===== config.mk =====
export PLATFORM = sky130hd
export DESIGN_NAME = lap_kernel
export DESIGN_NICKNAME = d
export VERILOG_FILES = /design/src/rtl/core/lap_pkg.sv /design/src/rtl/core/lap_kernel.sv
export SDC_FILE = /design/constraint.sdc
export NUM_CORES = 1
export LEC_CHECK = 0
export BUFFER_PORTS_ARGS = -buffer_cell sky130_fd_sc_hd__buf_2
export CORE_MARGIN = 4
export CORE_UTILIZATION = 48
export DETAILED_ROUTE_END_ITERATION = 16
export GPL_TIMING_DRIVEN = 0
export MAX_ROUTING_LAYER = met4
export PLACE_DENSITY = 0.86
export SYNTH_ARGS = -nofsm -noshare
export SYNTH_HDL_FRONTEND = slang
export SYNTH_SLANG_ARGS = --single-unit

===== constraint.sdc =====
create_clock -name vclk -period 5.5
set_input_delay 0.825 -clock vclk [all_inputs]
set_output_delay 0.825 -clock vclk [all_outputs]
set_load 0.01 [all_outputs]

===== src/rtl/core/lap_pkg.sv =====
// ----------------------------------------------------------------------------
// lap_pkg - shared types and constants for the 3x3 Laplacian edge filter
// Frame geometry, pixel and window types, and the per-word control record.
// ----------------------------------------------------------------------------
`default_nettype none

package lap_pkg;

  // Frame geometry
  localparam int IMAGE_WIDTH  = 512;
  localparam int IMAGE_HEIGHT = 512;

  localparam int COL_W   = $clog2(IMAGE_WIDTH);
  localparam int ROW_W   = $clog2(IMAGE_HEIGHT);
  localparam int COORD_W = 9;
  localparam int CHAN_W  = 8;
  localparam int PIX_W   = 3 * CHAN_W;

  typedef logic [CHAN_W-1:0] chan_t;
  typedef logic [PIX_W-1:0]  pix_t;
  typedef logic [COL_W-1:0]  col_t;
  typedef logic [ROW_W-1:0]  row_t;
  typedef logic [COORD_W-1:0] coord_t;

  // Line buffer entry: row two above in the upper half, row above in the lower
  typedef logic [2*PIX_W-1:0] lb_word_t;

  // 3x3 window, [row][col], row 0 is the oldest line, col 2 the newest pixel
  typedef pix_t [2:0][2:0] win_t;

  // One color plane of the window, index 4 is the center
  typedef chan_t [8:0] chan_win_t;

  // Per-word control carried alongside the pixel
  typedef struct packed {
    logic   emit;
    logic   border;
    logic   last;
    coord_t col;
    coord_t row;
  } ctrl_t;

endpackage : lap_pkg

`default_nettype wire


===== src/rtl/core/lap_kernel.sv =====
// ----------------------------------------------------------------------------
// lap_kernel - Laplacian of one color plane
// Eight times the center minus the eight neighbors, clamped to 0..255.
// ----------------------------------------------------------------------------
`default_nettype none

module lap_kernel (
  input  wire lap_pkg::chan_win_t pix,
  output lap_pkg::chan_t          edge_val
);
  import lap_pkg::*;

  localparam int SUM_W = CHAN_W + 3;

  logic [SUM_W-1:0]      nb_sum;
  logic [SUM_W-1:0]      cen8;
  logic signed [SUM_W:0] diff;

  // Sum the neighbors
  always_comb begin
    nb_sum = '0;
    for (int k = 0; k < 9; k++) begin
      if (k != 4) begin
        nb_sum = nb_sum + SUM_W'(pix[k]);
      end
    end
  end

  assign cen8 = {pix[4], 3'b000};
  assign diff = $signed({1'b0, cen8}) - $signed({1'b0, nb_sum});

  // Clamp to the pixel range
  always_comb begin
    if (diff < 0) begin
      edge_val = '0;
    end else if (diff > $signed((SUM_W+1)'(255))) begin
      edge_val = '1;
    end else begin
      edge_val = diff[CHAN_W-1:0];
    end
  end

endmodule : lap_kernel

`default_nettype wire


==> results of run 1 <==
-- synth_stat cells, drive strengths merged (2+ instances only) --
master / n
xnor2: 6
o21ai: 4
xor2: 2
nand2b: 5
inv: 114
ha: 19
o211ai: 3
a21oi: 10
a21o: 2
a41oi: 8
nor2: 8
nand2: 4
nor4: 2
fa: 53
-- area by class of cell --
cell class         count  area (um2)  share of cell area
well taps             52        65.1              0.0210
repair buffers        94         548               0.177
inverters            114         428               0.138
multi-input cells    142        2060               0.665
-- cell families after synthesis --
kind of cell    Yosys count
xor+xnor                  8
fa+ha+maj                72
compound gates           36
buf+inv                 114
simple gates             25
mux                       1
-- timing repair --
action,4_1_cts,5_1_grt
buffers inserted,7,7
pin swaps,30,25
hold endpoints to repair,0,0
hold buffers,0,0
setup endpoints to repair,8,8
gates resized for setup,33,18
-- worst max-delay path by stage --
stage,slack (ns),endpoint,cells after the start,startpoint
global route,-0.23,edge_val[3],15,pix[60]
detailed placement,-0.33,edge_val[4],15,pix[27]
global placement,-0.33,edge_val[5],15,pix[27]
finish,-0.08,edge_val[7],15,pix[51]
CTS,0.004,edge_val[1],16,pix[5]
floorplan,0.09,edge_val[0],15,pix[59]
-- metrics by stage --
step           instance area [um2]  utilization  setup WS [ns]  setup TNS, ns
2_1_floorplan                 2270            -         0.0949              0
3_3_place_gp                  2740        0.611         -0.326          -2.39
3_5_place_dp                  2740        0.611         -0.329          -2.56
4_1_cts                       3000        0.671        0.00384              0
5_1_grt                       3100        0.694         -0.230          -1.67
6_report                      3100        0.694        -0.0757         -0.447
-- layer usage --
metal,GRT usage,share of wire,up-vias
met2,0.361,0.58,54
met1,0.201,0.37,930
met4,0.0145,0.010,0
met5,-,0,-
li1,-,-,936
met3,0.00703,0.039,6
-- cells in the final DEF, fill, tap and decap left out, drive strengths merged, types with 3 or more instances in the layout --
cell      n
nand2     4
fa       53
o21ai     4
ha       19
nand2b    5
buf      94
o211ai    3
a41oi     8
xnor2     6
a21oi    10
inv     114
nor2      8
-- critical path, delay by kind of cell --
family	cells	cell delay (ns)
AOI/OAI and AO/OA	4	1.06
buffers and inverters	5	0.41
and+or+nand+nor	1	0.06
adders and majority gates	5	2.39
==> results.toml, run 1 <==
[outcome]
outcome = "finished, violations left"
violations = "negative setup slack"

[yosys]
synth_cells = 256
synth_cell_types = 33
ys_warn_count = 0
synth_top_area_cell = "fa_1"
synth_top_family_by_area = "adder cells"
muxShareOfSynthArea = 0.00441
synth_compound_gate_area_share = 0.134
synthSimpleGateAreaFrac = 0.0667
synth_fa_ha_area_frac = 0.572
ys_seq_area_frac = 0
syn_area_per_cell_um2 = 8.87
synthTopCellsByArea = "fa_1, inv_1, ha_1, a41oi_1, xnor2_1"
synthDominantCellAreaShare = 0.467
synth_area_um2 = 2270
synth_xor_area_frac = 0.0342
synth_nets = 400

[detailed_routing]
wl_per_cell_um = 12.5
drcViolationCount = 0
ant_nets = 0
routed_wl_um = 5030
route.vias.total = 1926
firstDrtPassIters = 4
drt_iter0_drc = 38
avgViaCountPerCell = 4.79

[critical_path]
critPathSlowestCell = "fa_1"
cp_common_cell = "fa_1"
path_max_fanout = 8
crit_path_end_kind = "output pin"
required_ns = 4.68
startpoint_type = "primary input"
crit_type = "in2out"
crit_path_cell_trace = "buf_6 > fa_1 > inv_1 > fa_1 > fa_1 > inv_1 > fa_1 > inv_2 > ha_4 > nor2_2 > a22o_1 > o31ai_4 > a31oi_4 > a41oi_2 > buf_2"
worstPathArrival_ns = 4.75
cp_slowest_stage_delay_ns = 0.55

[grt]
grt_max_degree = 10
first_global_vias = 2198
grt_pass1_wl_um = 8800
grt_antenna_before_repair = 0
grt.overflow.total = 0
grt_usage = 0.179

[sta]
hold_viol = 0
worstMarginPinSlew_ns = 0.397
period_needed_ns = 5.58
rsz0062_at_grt = "yes"
fin_crit_sh = 1.01
fin_hold_ws_ns = 2.31
max-slew-margin-rel = 0.733
fmaxAchievable_ghz = 0.179
fin_ws_ns = -0.0757
setup_viol = 8
slew_viol_final = 0

[min_path]
hold_start = "pix[32]"
worstHoldPathCells = 4
hold_class = "in2out"
hold-path-endpoint = "edge_val[0]"

[placed_design]
hpwlAfterDp_um = 4000
placed_cells = 388
gp_congestion = 0.794
port-buffer-count = 80

[job]
maxCapViolCount = 0

[cells_and_area]
nClkBuffers = 0
layout.nets = 496
design.seq.count = 0
final_cells = 402
fill_cells = 336
area_growth_pct = 36.8
drive_gt1_frac = 0.403
diodes = 0
seqCellArea_um2 = 0

[die]
num_rows = 24
die_w_um = 76.8
core_region_area_um2 = 4470
dieArea_um2 = 5890
start_util = 0.507
pin_count = 80
die_h_um = 76.8
Power of run 1 is left out: the tool's default activity adds up to more than one toggle a clock period on the data nets, which glitch-free logic cannot reach.
==> run 2, diff against run 1 <==
--- a/config.mk
+++ b/config.mk
@@ -6,6 +6,7 @@
 export NUM_CORES = 1
 export LEC_CHECK = 0
 export BUFFER_PORTS_ARGS = -buffer_cell sky130_fd_sc_hd__buf_2
+export CORE_ASPECT_RATIO = 1.4
 export CORE_MARGIN = 4
 export CORE_UTILIZATION = 48
 export DETAILED_ROUTE_END_ITERATION = 16
==> run 2 against run 1 <==
  * The flow still finishes with violations (negative setup slack)
  * Highest routed layer unchanged
  * Global-route usage is 0.21 points lower
  * First-iteration DRC count is 13% lower
  * Clock-buffer cell count stayed put
  * Setup slack improved by 0.067 ns
==> results.toml, run 2 (same netlist as run 1, synthesis figures left out) <==
[cells_and_area]
fin_area_um2 = 3160
seqCellArea_um2 = 0
layout.nets = 496
diodes = 0
nClkBuffers = 0
drive_gt1_frac = 0.420
design.seq.count = 0
final_cell_mix = "inv_1, buf_2, fa_1"
fill_cells = 357
layout_commonest_cell = "inv_1"
final_cells = 412
area_growth_pct = 39.1

[detailed_routing]
ant_nets = 0
avgViaCountPerCell = 4.75
wl_per_cell_um = 12.2
drt_iter0_drc = 33
route.vias.total = 1955
drcViolationCount = 0
routed_wl_um = 5040
firstDrtPassIters = 4

[placed_design]
port-buffer-count = 80
gp_congestion = 0.815
hpwlAfterDp_um = 4080
placed_cells = 398
preCtsSetupSlack_ns = -0.389
post_dp_cell_area_um2 = 2750

[critical_path]
startpoint_type = "primary input"
crit_path_end_kind = "output pin"
path_max_fanout = 8
required_ns = 4.68
crit_type = "in2out"
worstPathArrival_ns = 4.68

[min_path]
hold_start = "pix[32]"
hold_class = "in2out"
worstHoldPathCells = 4
hold-path-endpoint = "edge_val[0]"

[sta]
fin_crit_sh = 1.00
fin_ws_ns = -0.00911
setup_viol = 1
worstMarginPinSlew_ns = 0.377
slew_viol_final = 0
max-slew-margin-rel = 0.748
period_needed_ns = 5.51
tns_ns = -0.00911
hold_viol = 0
fmaxAchievable_ghz = 0.182
rsz0062_at_grt = "yes"

[outcome]
violations = "negative setup slack"
outcome = "finished, violations left"

[grt]
grt_usage = 0.177
grt_pass1_wl_um = 8310
grt_antenna_before_repair = 0
first_global_vias = 2120
grt_max_degree = 10
grt.overflow.total = 0

[die]
pin_count = 80
core_region_area_um2 = 4570
die_w_um = 66.1
start_util = 0.496
dieArea_um2 = 5910
die_h_um = 89.4
num_rows = 29

[job]
maxCapViolCount = 0
run 2: cell counts in the layout (fill, tap and decap cells not counted):
Identical to the previous run, type by type.
run 2: through the flow:
stage                util  hold slack, ns
CTS                 0.670            2.30
detailed placement  0.601            2.27
global placement    0.601            2.24
floorplan               -            1.91
finish              0.690            2.31
global route        0.690            2.37
run 2: cell type report:
cell class         count  area [um2]  area share
multi-input cells    142        2080       0.660
well taps             62        77.6      0.0246
repair buffers        94         569       0.180
inverters            114         428       0.136
run 2: worst max-delay path by stage:
stage,slack (ns),to,startpoint
floorplan,0.09,edge_val[0],pix[59]
global placement,-0.35,edge_val[5],pix[27]
detailed placement,-0.39,edge_val[4],pix[59]
CTS,-0.001,edge_val[6],pix[27]
global route,-0.16,edge_val[4],pix[27]
finish,-0.009,edge_val[6],pix[34]
run 2: what timing repair did:
action / in CTS / in global routing
pin swaps: 47 / 7
gates resized for setup: 42 / 17
buffers inserted: 9 / 5
hold buffers: 0 / 0
endpoints found under the setup margin: 8 / 8
cloned: 0 / 0
run 2: per-layer routing:
metal	vias to the layer above	global-route usage	wire length, um
li1	941	-	-
met3	8	0.00755	272
met5	-	-	0
met4	0	0.0166	74
met1	939	0.184	1670
met2	67	0.369	3030
run 2: worst max-delay path: stages:
cell and delay, ns:
buf_6 0.09, fa_1 0.56, fa_1 0.45, fa_1 0.56
inv_1 0.05, fa_1 0.50, inv_2 0.05, ha_4 0.27
o211ai_1 0.09, a22o_1 0.30, o31ai_4 0.24, buf_6 0.15
xnor2_4 0.07, buf_12 0.15, a41oi_2 0.16, buf_2 0.16
Power of run 2 is left out for the same reason.
