===== config.mk =====
export PLATFORM = sky130hd
export DESIGN_NAME = lap_window
export DESIGN_NICKNAME = d
export VERILOG_FILES = /design/src/rtl/core/lap_pkg.sv /design/src/rtl/core/lap_window.sv
export SDC_FILE = /design/constraint.sdc
export NUM_CORES = 1
export LEC_CHECK = 0
export BUFFER_PORTS_ARGS = -buffer_cell sky130_fd_sc_hd__buf_2
export CORE_AREA = 2 2 123 125
export DETAILED_ROUTE_END_ITERATION = 8
export DIE_AREA = 0 0 125 127
export PLACE_DENSITY_LB_ADDON = 0.12
export SLEW_MARGIN = 20
export SYNTH_ARGS = -nofsm -noshare
export SYNTH_HDL_FRONTEND = slang
export SYNTH_SLANG_ARGS = --single-unit

===== constraint.sdc =====
create_clock -name clk -period 0.8 [get_ports clk]
set_clock_uncertainty 0.05 [all_clocks]
set_input_delay 0.04 -clock clk [delete_from_list [all_inputs] [get_ports clk]]
set_output_delay 0.04 -clock clk [all_outputs]
set_load 0.02 [all_outputs]

===== src/rtl/core/lap_pkg.sv =====
// ----------------------------------------------------------------------------
// lap_pkg - shared types and constants for the 3x3 Laplacian edge filter
// Frame geometry, pixel and window types, and the per-word control record.
// ----------------------------------------------------------------------------
`default_nettype none

package lap_pkg;

  // Frame geometry
  localparam int IMAGE_WIDTH  = 512;
  localparam int IMAGE_HEIGHT = 512;

  localparam int COL_W   = $clog2(IMAGE_WIDTH);
  localparam int ROW_W   = $clog2(IMAGE_HEIGHT);
  localparam int COORD_W = 9;
  localparam int CHAN_W  = 8;
  localparam int PIX_W   = 3 * CHAN_W;

  typedef logic [CHAN_W-1:0] chan_t;
  typedef logic [PIX_W-1:0]  pix_t;
  typedef logic [COL_W-1:0]  col_t;
  typedef logic [ROW_W-1:0]  row_t;
  typedef logic [COORD_W-1:0] coord_t;

  // Line buffer entry: row two above in the upper half, row above in the lower
  typedef logic [2*PIX_W-1:0] lb_word_t;

  // 3x3 window, [row][col], row 0 is the oldest line, col 2 the newest pixel
  typedef pix_t [2:0][2:0] win_t;

  // One color plane of the window, index 4 is the center
  typedef chan_t [8:0] chan_win_t;

  // Per-word control carried alongside the pixel
  typedef struct packed {
    logic   emit;
    logic   border;
    logic   last;
    coord_t col;
    coord_t row;
  } ctrl_t;

endpackage : lap_pkg

`default_nettype wire


===== src/rtl/core/lap_window.sv =====
// ----------------------------------------------------------------------------
// lap_window - 3x3 pixel window
// Shifts one column left per word and loads the new column on the right.
// ----------------------------------------------------------------------------
`default_nettype none

module lap_window (
  input  wire logic          clk,
  input  wire logic          rst_n,
  input  wire logic          shift_en,
  input  wire lap_pkg::pix_t col_top,
  input  wire lap_pkg::pix_t col_mid,
  input  wire lap_pkg::pix_t col_bot,
  output lap_pkg::win_t      win_nxt
);
  import lap_pkg::*;

  win_t win_r;

  // Build the shifted window
  always_comb begin
    for (int r = 0; r < 3; r++) begin
      win_nxt[r][0] = win_r[r][1];
      win_nxt[r][1] = win_r[r][2];
    end
    win_nxt[0][2] = col_top;
    win_nxt[1][2] = col_mid;
    win_nxt[2][2] = col_bot;
  end

  // Advance on each word
  always_ff @(posedge clk) begin
    if (!rst_n) begin
      win_r <= '0;
    end else if (shift_en) begin
      win_r <= win_nxt;
    end
  end

endmodule : lap_window

`default_nettype wire


==> reports/qor.csv, run 1 <==
metric;value;unit
status;finished, violations left;
violations;negative setup slack;
cts_buffer_depth;2;
largest_reg_flops;144;
crit_family;flip-flops;
slowest_stage;dfxtp_2;
netlist_area;5970;sq um
ant_nets;0;
worst_slack;-0.183;ns
multi_input_area;2350;sq um
portBuffers;290;
placed_cells;926;
synth_edf_count;0;
slew_headroom;0.796;
ys.flop_type;dfxtp_1;
cp-end-kind;output port;
cpPeakStageDelay;0.36;ns
fmaxAchievable;1020;MHz
rsz0062_at_grt;true;
grt_pass1_wl;25.2;mm
grtUsageMet3;0.0666;
power.density;1820;nW/um^2
place_area;7180;sq um
crit_required;0.71;ns
diodes;0;
worstSkewPairLatency;0.41;ns
syn_nets;611;
root_buffer;clkbuf_16;
reg2reg_slack;-0.05;ns
layout-drive-gt1-share;0.604;
fillers;1009;
start_util;0.414;
vias;4926;
grtUsageMet1;0.214;
synth_common_cells;dfxtp_1 (144), mux2i_1 (144), nor2b_1 (144);
yosys_warnings;0;
worstRegToRegCells;3;
fin_setup_tns;-22.83;ns
clk_pin_slew_worst_paths;0.06;ns
fin_nets;979;
hold_class;primary input to register;
startpoint_type;register;
synthCells;536;
seqCellArea;3070;sq um
final.period_utilization;1.23;
busiest_layer;met2;
peakVddDrop;1480;uV
synth_top_area_cell;dfxtp_1;
rows;44;
grt_max_degree;69;
syn_area_per_cell;11.1;sq um
crit_chain;buf_6;
place.gp.congestion;0.772;
finalPower;18.8;mW
ios;291;
die_area;15900;sq um
async_flop_share;0;
setup_viol;179;
yosysTopAreaCellShare;0.483;
track_usage;0.197;
ctsHtreeMaxLevel;4;
synth_area_leaders;dfxtp_1 (48%), mux2i_1 (24%), nor2b_1 (15%);
dieHeight;127;um
slew_viol_final;0;
synth_cell_types;7;
pre_cts_ws;-0.129;ns
met2_usage;0.353;
drt_pass1_iterations;4;
seq_area_frac_synth;0.483;
final_area;10300;sq um
gr-total-overflow;0;
p_leak;4.88;nW
period_needed;0.983;ns
drt_iter0_drc;155;
antenna_found_initial;0;
routedWlPerCell;15.0;um
cts.sinks;144;
drv_cap;0;
final_cells;1101;
grt_pass1_vias;5056;
drt_wl_total;16.5;mm
cts_made_buffers;17;
ys_ff_latch;144;
core_area;14400;sq um
worst_pin_slew;0.306;ns
critPathMaxFanout;2;
tritoncts;yes;
cp_data_arrival_time;0.89;ns
route.detailed.drc;0;
worstSetupPathType;register to output port;
area_growth;72.5;%
whs_path_depth;3;
path_depth;1;
chipWidth;125;um
avgViaCountPerCell;4.47;
critPathBufInv;1;
dpl.hpwl;9.58;mm
finalHoldViolCount;0;
-- cell usage in the layout, fill, tap and decap left out --
cell,netlist,layout
nor2b_1,144,144
clkbuf_8,0,2
bufinv_16,0,1
buf_12,0,9
dfxtp_4,0,1
buf_4,81,16
mux2i_1,144,141
clkinv_2,0,6
clkbuf_1,14,6
clkbuf_16,0,17
dlygate4sd3_1,0,72
dfxtp_2,0,143
mux2i_2,0,3
buf_6,7,211
buf_2,2,145
-- worst register-to-register path: stages (launching register included) --
cell and delay, ns:
dfxtp_2 0.33, buf_6 0.11, mux2i_1 0.17, nor2b_1 0.07
-- where the power goes --
part           switching (mW)  internal (mW)
clock                    2.78           4.41
combinational            1.67           2.04
sequential              0.297           7.59
-- what timing repair did --
item / in CTS / in global routing
endpoints found under the hold margin: 72 / 0
setup buffers: 63 / 13
hold buffers: 72 / 0
pin swaps: 0 / 0
resized for setup: 439 / 68
setup endpoints to repair: 144 / 262
-- stage by stage --
stage                util  hold WS [ns]
CTS                 0.694        0.0426
floorplan               -         0.143
finish              0.715        0.0649
global route        0.715        0.0565
detailed placement  0.497         0.263
global placement    0.497         0.257
-- metal layers --
metal | vias to the layer above | wire [um]
met5 | - | 0
met1 | 2292 | 6290
met3 | 23 | 1160
li1 | 2427 | -
met4 | 0 | 346
met2 | 184 | 8710
-- kinds of logic (layout without fill, tap and decap cells) --
logic type             after synthesis  after routing  synth area share
muxes                              144            144             0.241
and+or+nand+nor                    144            144             0.151
buffers and inverters              104            485             0.125
DFF                                144            144             0.483
-- layout make-up --
| class | instances | area share |
|---|---|---|
| Timing Repair Buffer | 453 | 0.400 |
| Sequential cell | 144 | 0.297 |
| Multi-Input combinational cell | 288 | 0.228 |
| Clock buffer | 25 | 0.0461 |
| Tap cell | 184 | 0.0223 |
| Clock inverter | 7 | 0.00583 |
-- final timing paths --
| path | end | from |
|---|---|---|
| worst max-delay path | win_nxt[190] | win_nxt[190]$_SDFFE_PN0P_ |
| worst min-delay path | win_nxt[147]$_SDFFE_PN0P_ | rst_n |
| worst max register to register | win_nxt[17]$_SDFFE_PN0P_ | win_nxt[41]$_SDFFE_PN0P_ |
| worst min register to register | win_nxt[3]$_SDFFE_PN0P_ | win_nxt[3]$_SDFFE_PN0P_ |
(Power assumes the default switching activity.)
==> inputs of run 2 (changes only) <==
--- a/config.mk
+++ b/config.mk
@@ -6,9 +6,9 @@
 export NUM_CORES = 1
 export LEC_CHECK = 0
 export BUFFER_PORTS_ARGS = -buffer_cell sky130_fd_sc_hd__buf_2
-export CORE_AREA = 2 2 123 125
+export CORE_AREA = 2 2 134 136
 export DETAILED_ROUTE_END_ITERATION = 8
-export DIE_AREA = 0 0 125 127
+export DIE_AREA = 0 0 136 138
 export PLACE_DENSITY_LB_ADDON = 0.12
 export SLEW_MARGIN = 20
 export SYNTH_ARGS = -nofsm -noshare
==> reports/qor.csv, run 2 (synthesized netlist as in run 1, its figures left out) <==
metric;value;unit;change
layout-drive-gt1-share;0.607;;+0.00331
cp-end-kind;output port;;
ant_nets;0;;unchanged
cts_buffer_depth;2;;unchanged
crit_chain;buf_6;;
worst_slack;-0.188;ns;-0.00493 ns
core_area;17500;sq um;+22%
final_cell_mix;buf_6 (212), buf_2 (145), nor2b_1 (144), dfxtp_2 (143), mux2i_1 (142);;
grtUsageMet3;0.0649;;-0.00168
slew_viol_final;0;;unchanged
multi_input_area;2350;sq um;-0.16%
crit_family;flip-flops;;
chipWidth;136;um;+8.8%
fmaxAchievable;1010;MHz;-0.50%
final_common_cell;buf_6;;
seqCellArea;3070;sq um;unchanged
p_leak;4.89;nW;+0.21%
peakVddDrop;1450;uV;-2.1%
root_buffer;clkbuf_16;;
clk_pin_slew_worst_paths;0.06;ns;about the same
placed_cells;966;;+4.3%
grtUsageMet1;0.180;;-0.0345
portBuffers;290;;unchanged
pre_cts_ws;-0.165;ns;-0.0363 ns
startpoint_type;register;;
rsz0062_at_grt;true;;
place.gp.congestion;0.715;;-7.3%
cts.sinks;144;;unchanged
met2_usage;0.313;;-0.0398
period_needed;0.988;ns;+0.00493 ns
avgViaCountPerCell;4.33;;-3.3%
crit_required;0.71;ns;about the same
violations;negative setup slack;;
ctsHtreeMaxLevel;4;;unchanged
ios;291;;unchanged
fillers;1450;;+44%
slowest_stage;dfxtp_4;;
final_cells;1142;;+3.7%
dpl.hpwl;9.93;mm;+3.7%
vias;4942;;+0.32%
critPathMaxFanout;2;;unchanged
cts_made_buffers;17;;unchanged
drv_cap;0;;unchanged
power.density;1870;nW/um^2;+2.8%
drt_iter0_drc;86;;-45%
slew_headroom;0.815;;+0.0188
tritoncts;yes;;
cpPeakStageDelay;0.35;ns;about the same
start_util;0.341;;-0.0735
hold_class;primary input to register;;
place_area;7190;sq um;+0.26%
antenna_found_initial;3;;+3
drt_wl_total;16.5;mm;-0.13%
worstSetupPathType;register to output port;;
grt_pass1_vias;5141;;+1.7%
finalHoldViolCount;0;;unchanged
cp_data_arrival_time;0.90;ns;about the same
track_usage;0.174;;-0.0229
final.period_utilization;1.23;;+0.00616
setup_viol;171;;-4.5%
grt_max_degree;80;;+16%
final_area;10400;sq um;+0.87%
drt_pass1_iterations;4;;unchanged
worstSkewPairLatency;0.42;ns;about the same
busiest_layer;met2;;
area_growth;74.0;%;
route.detailed.drc;0;;unchanged
holdWs;0.0790;ns;+0.0141 ns
routedWlPerCell;14.4;um;-3.7%
dieHeight;138;um;+8.7%
grt_pass1_wl;25.8;mm;+2.4%
critPathBufInv;1;;unchanged
status;finished, violations left;;
rows;49;;+11%
gr-total-overflow;0;;unchanged
die_area;18800;sq um;+18%
largest_reg_flops;144;;unchanged
worst_pin_slew;0.278;ns;-0.0282 ns
fin_nets;977;;-0.20%
==> run 2: cell type report <==
type	count	share of cell area
sequential	144	0.295
timing repair buffer	451	0.395
clock inverter	11	0.0137
clock buffer	18	0.0422
antenna	1	0.000241
tap	229	0.0276
multi-input combinational	288	0.226
==> run 2: path summary, 6_finish.rpt <==
| kind | from | end | slack (ns) | depth (start not counted) |
|---|---|---|---|---|
| setup / recovery | win_nxt[96]$_SDFFE_PN0P_ | win_nxt[96] | -0.19 | 1 |
| hold / removal | rst_n | win_nxt[170]$_SDFFE_PN0P_ | 0.08 | 3 |
| setup reg to reg | win_nxt[168]$_SDFFE_PN0P_ | win_nxt[168]$_SDFFE_PN0P_ | -0.05 | 3 |
| hold reg to reg | win_nxt[3]$_SDFFE_PN0P_ | win_nxt[3]$_SDFFE_PN0P_ | 0.47 | 2 |
==> run 2: what timing repair did <==
action / CTS / global route
setup endpoints to repair: 144 / 269
hold buffers: 72 / 0
endpoints found under the hold margin: 72 / 0
resized for setup: 439 / 67
setup buffers: 70 / 9
==> run 2: power by group <==
| part | switching (mW) | total (mW) | internal [mW] |
|---|---|---|---|
| sequential | 0.295 | 7.88 | 7.59 |
| combinational | 1.64 | 3.67 | 2.03 |
| clock | 3.01 | 7.92 | 4.91 |
==> run 2: layer usage <==
layer | vias up | part of all wire | wire length [um]
met5 | - | 0.00097 | 16
met4 | 2 | 0.025 | 415
met3 | 34 | 0.076 | 1250
met2 | 189 | 0.52 | 8550
met1 | 2293 | 0.38 | 6240
li1 | 2424 | - | -
==> run 2: through the flow <==
stage / TNS, ns / power, mW / utilization
final: -23.91 / 19.5 / 0.593
after CTS: -25.81 / 19.5 / 0.578
after detailed placement: -15.45 / 10.4 / 0.410
after global routing: -32.29 / 20.3 / 0.593
after global placement: -11.84 / 10.4 / 0.410
after floorplan: -0.737 / 9.73 / -
==> inputs of run 3 (changes only) <==
==> constraint.sdc (replaced) <==
create_clock -name clk -period 0.85 [get_ports clk]
set_clock_uncertainty 0.05 [all_clocks]
set_input_delay 0.0425 -clock clk [delete_from_list [all_inputs] [get_ports clk]]
set_output_delay 0.0425 -clock clk [all_outputs]
set_load 0.02 [all_outputs]
==> reports/qor.csv, run 3 (synthesized netlist as in run 1, its figures left out) <==
metric;value;unit;change
p_int;13.5;mW;-7.0%
core_area;17500;sq um;unchanged
die_area;18800;sq um;unchanged
place.gp.congestion;0.721;;+0.73%
cts_buffer_depth;2;;unchanged
fmaxAchievable;1010;MHz;
final_cell_mix;buf_6 (175), nor2b_1 (144), buf_2 (144), dfxtp_2 (144), mux2i_1 (141);;
final_area;10400;sq um;about the same
ant_nets;0;;unchanged
diodes;0;;-1
swShare;0.255;;+0.00126
hold_class;primary input to register;;
cp_data_arrival_time;0.90;ns;about the same
drv_cap;0;;unchanged
slew_headroom;0.743;;-0.0718
reg2reg_slack;-0.06;ns;about the same
slowest_stage;dfxtp_2;;
place_area;7330;sq um;+1.9%
drt_wl_total;16.1;mm;-2.5%
avgViaCountPerCell;4.29;;-0.76%
comb_power_share;0.191;;+0.002
worst_pin_slew;0.385;ns;+0.106 ns
period_needed;0.990;ns;
setup_viol;166;;-2.9%
crit_family;flip-flops;;
root_buffer;clkbuf_16;;
startpoint;win_nxt[190]$_SDFFE_PN0P_;;
drt_iter0_drc;109;;+27%
worst_slack;-0.140;ns;+0.0475 ns
cp-end-kind;output port;;
hp-start;shift_en;;
final.period_utilization;1.16;;
routedWlPerCell;13.8;um;-4.1%
antenna_found_initial;0;;-3
violations;negative setup slack;;
slew_viol_final;0;;unchanged
crit_chain;buf_6;;
peakVddDrop;1280;uV;-11%
track_usage;0.167;;-0.00640
holdWs;0.0481;ns;-0.0309 ns
crit_end;win_nxt[190];;
worstSkewPairLatency;0.41;ns;about the same
route.detailed.drc;0;;unchanged
p_switching;4.63;mW;-6.4%
worstRegToRegCells;4;;+1
startpoint_type;register;;
chipWidth;136;um;unchanged
clockPowerShare;0.401;;-0.006
reg2reg_from;win_nxt[26]$_SDFFE_PN0P_;;
cts_made_buffers;17;;unchanged
tritoncts;yes;;
status;finished, violations left;;
finalPower;18.1;mW;-6.9%
power.density;1750;nW/um^2;-6.8%
grt_pass1_vias;5112;;-0.56%
worstSetupPathType;register to output port;;
vias;4986;;+0.89%
finalHoldViolCount;0;;unchanged
dieHeight;138;um;unchanged
p_leak;4.93;nW;+0.90%
grt_max_degree;56;;-30%
fin_nets;994;;+1.7%
start_util;0.341;;unchanged
portBuffers;290;;unchanged
crit_required;0.76;ns;+0.05 ns
path_depth;1;;unchanged
final_util;0.593;;about the same
critPathBufInv;1;;unchanged
fin_setup_tns;-16.81;ns;+7.10 ns
cts.sinks;144;;unchanged
critPathMaxFanout;2;;unchanged
area_growth;74.0;%;about the same
dpl.hpwl;10.4;mm;+4.4%
layout-drive-gt1-share;0.613;;+0.00520
cpPeakStageDelay;0.36;ns;about the same
clk_pin_slew_worst_paths;0.06;ns;about the same
grt_pass1_wl;24.9;mm;-3.4%
rr_endpoint;win_nxt[26]$_SDFFE_PN0P_;;
ctsHtreeMaxLevel;4;;unchanged
rows;49;;unchanged
rsz0062_at_grt;true;;
largest_reg_flops;144;;unchanged
ios;291;;unchanged
p_seq_frac;0.408;;+0.003
final_common_cell;buf_6;;
drt_pass1_iterations;4;;unchanged
gr-total-overflow;0;;unchanged
run 3: cell count changes in the layout (fill, tap and decap cells not counted), sizes merged:
cell	previous run	this run
bufinv	3	2
dlygate4sd3	72	73
clkinvlp	2	3
clkinv	6	5
diode	1	0
clkbuf	18	22
buf	379	395
run 3: routing by layer:
metal	vias to the layer above	routed length, um	global-route usage
met4	0	333	0.0658
met2	183	8110	0.298
met3	25	1120	0.0543
met5	-	0	0
met1	2325	6500	0.182
li1	2453	-	-
run 3: area by class of cell:
cell class | instances | area, sq um
fillers | 1485 | 7140
flip-flops and latches | 144 | 3060
clock buffers | 22 | 464
repair buffers | 468 | 4120
clock inverters | 10 | 111
well taps | 229 | 287
multi-input cells | 288 | 2350
run 3: power groups by stage:
stage               Clock (mW)  Sequential (mW)  Combinational, mW
CTS                       7.47             7.39               3.37
global route              7.79             7.44               3.69
global placement             0             7.42               2.44
finish                    7.28             7.41               3.46
floorplan                    0             7.80               1.36
detailed placement           0             7.43               2.46
run 3: worst min path at each step:
| stage | end | slack [ns] | depth (start not counted) |
|---|---|---|---|
| floorplan | win_nxt[120] | 0.15 | 1 |
| global placement | win_nxt[44]$_SDFFE_PN0P_ | 0.26 | 3 |
| detailed placement | win_nxt[69] | 0.27 | 2 |
| CTS | win_nxt[92]$_SDFFE_PN0P_ | 0.02 | 4 |
| global route | win_nxt[92]$_SDFFE_PN0P_ | 0.06 | 4 |
| finish | win_nxt[92]$_SDFFE_PN0P_ | 0.05 | 4 |
run 3: what timing repair did:
action,4_1_cts,5_1_grt
resized for setup,432,33
setup buffers,64,10
hold buffers,73,1
setup endpoints to repair,144,177
endpoints found under the hold margin,77,11
run 3: per-stage QoR:
stage	instances	setup slack, ns
floorplan	536	0.0234
global placement	982	-0.0541
detailed placement	982	-0.0717
CTS	1151	-0.168
global route	1161	-0.178
finish	1161	-0.140
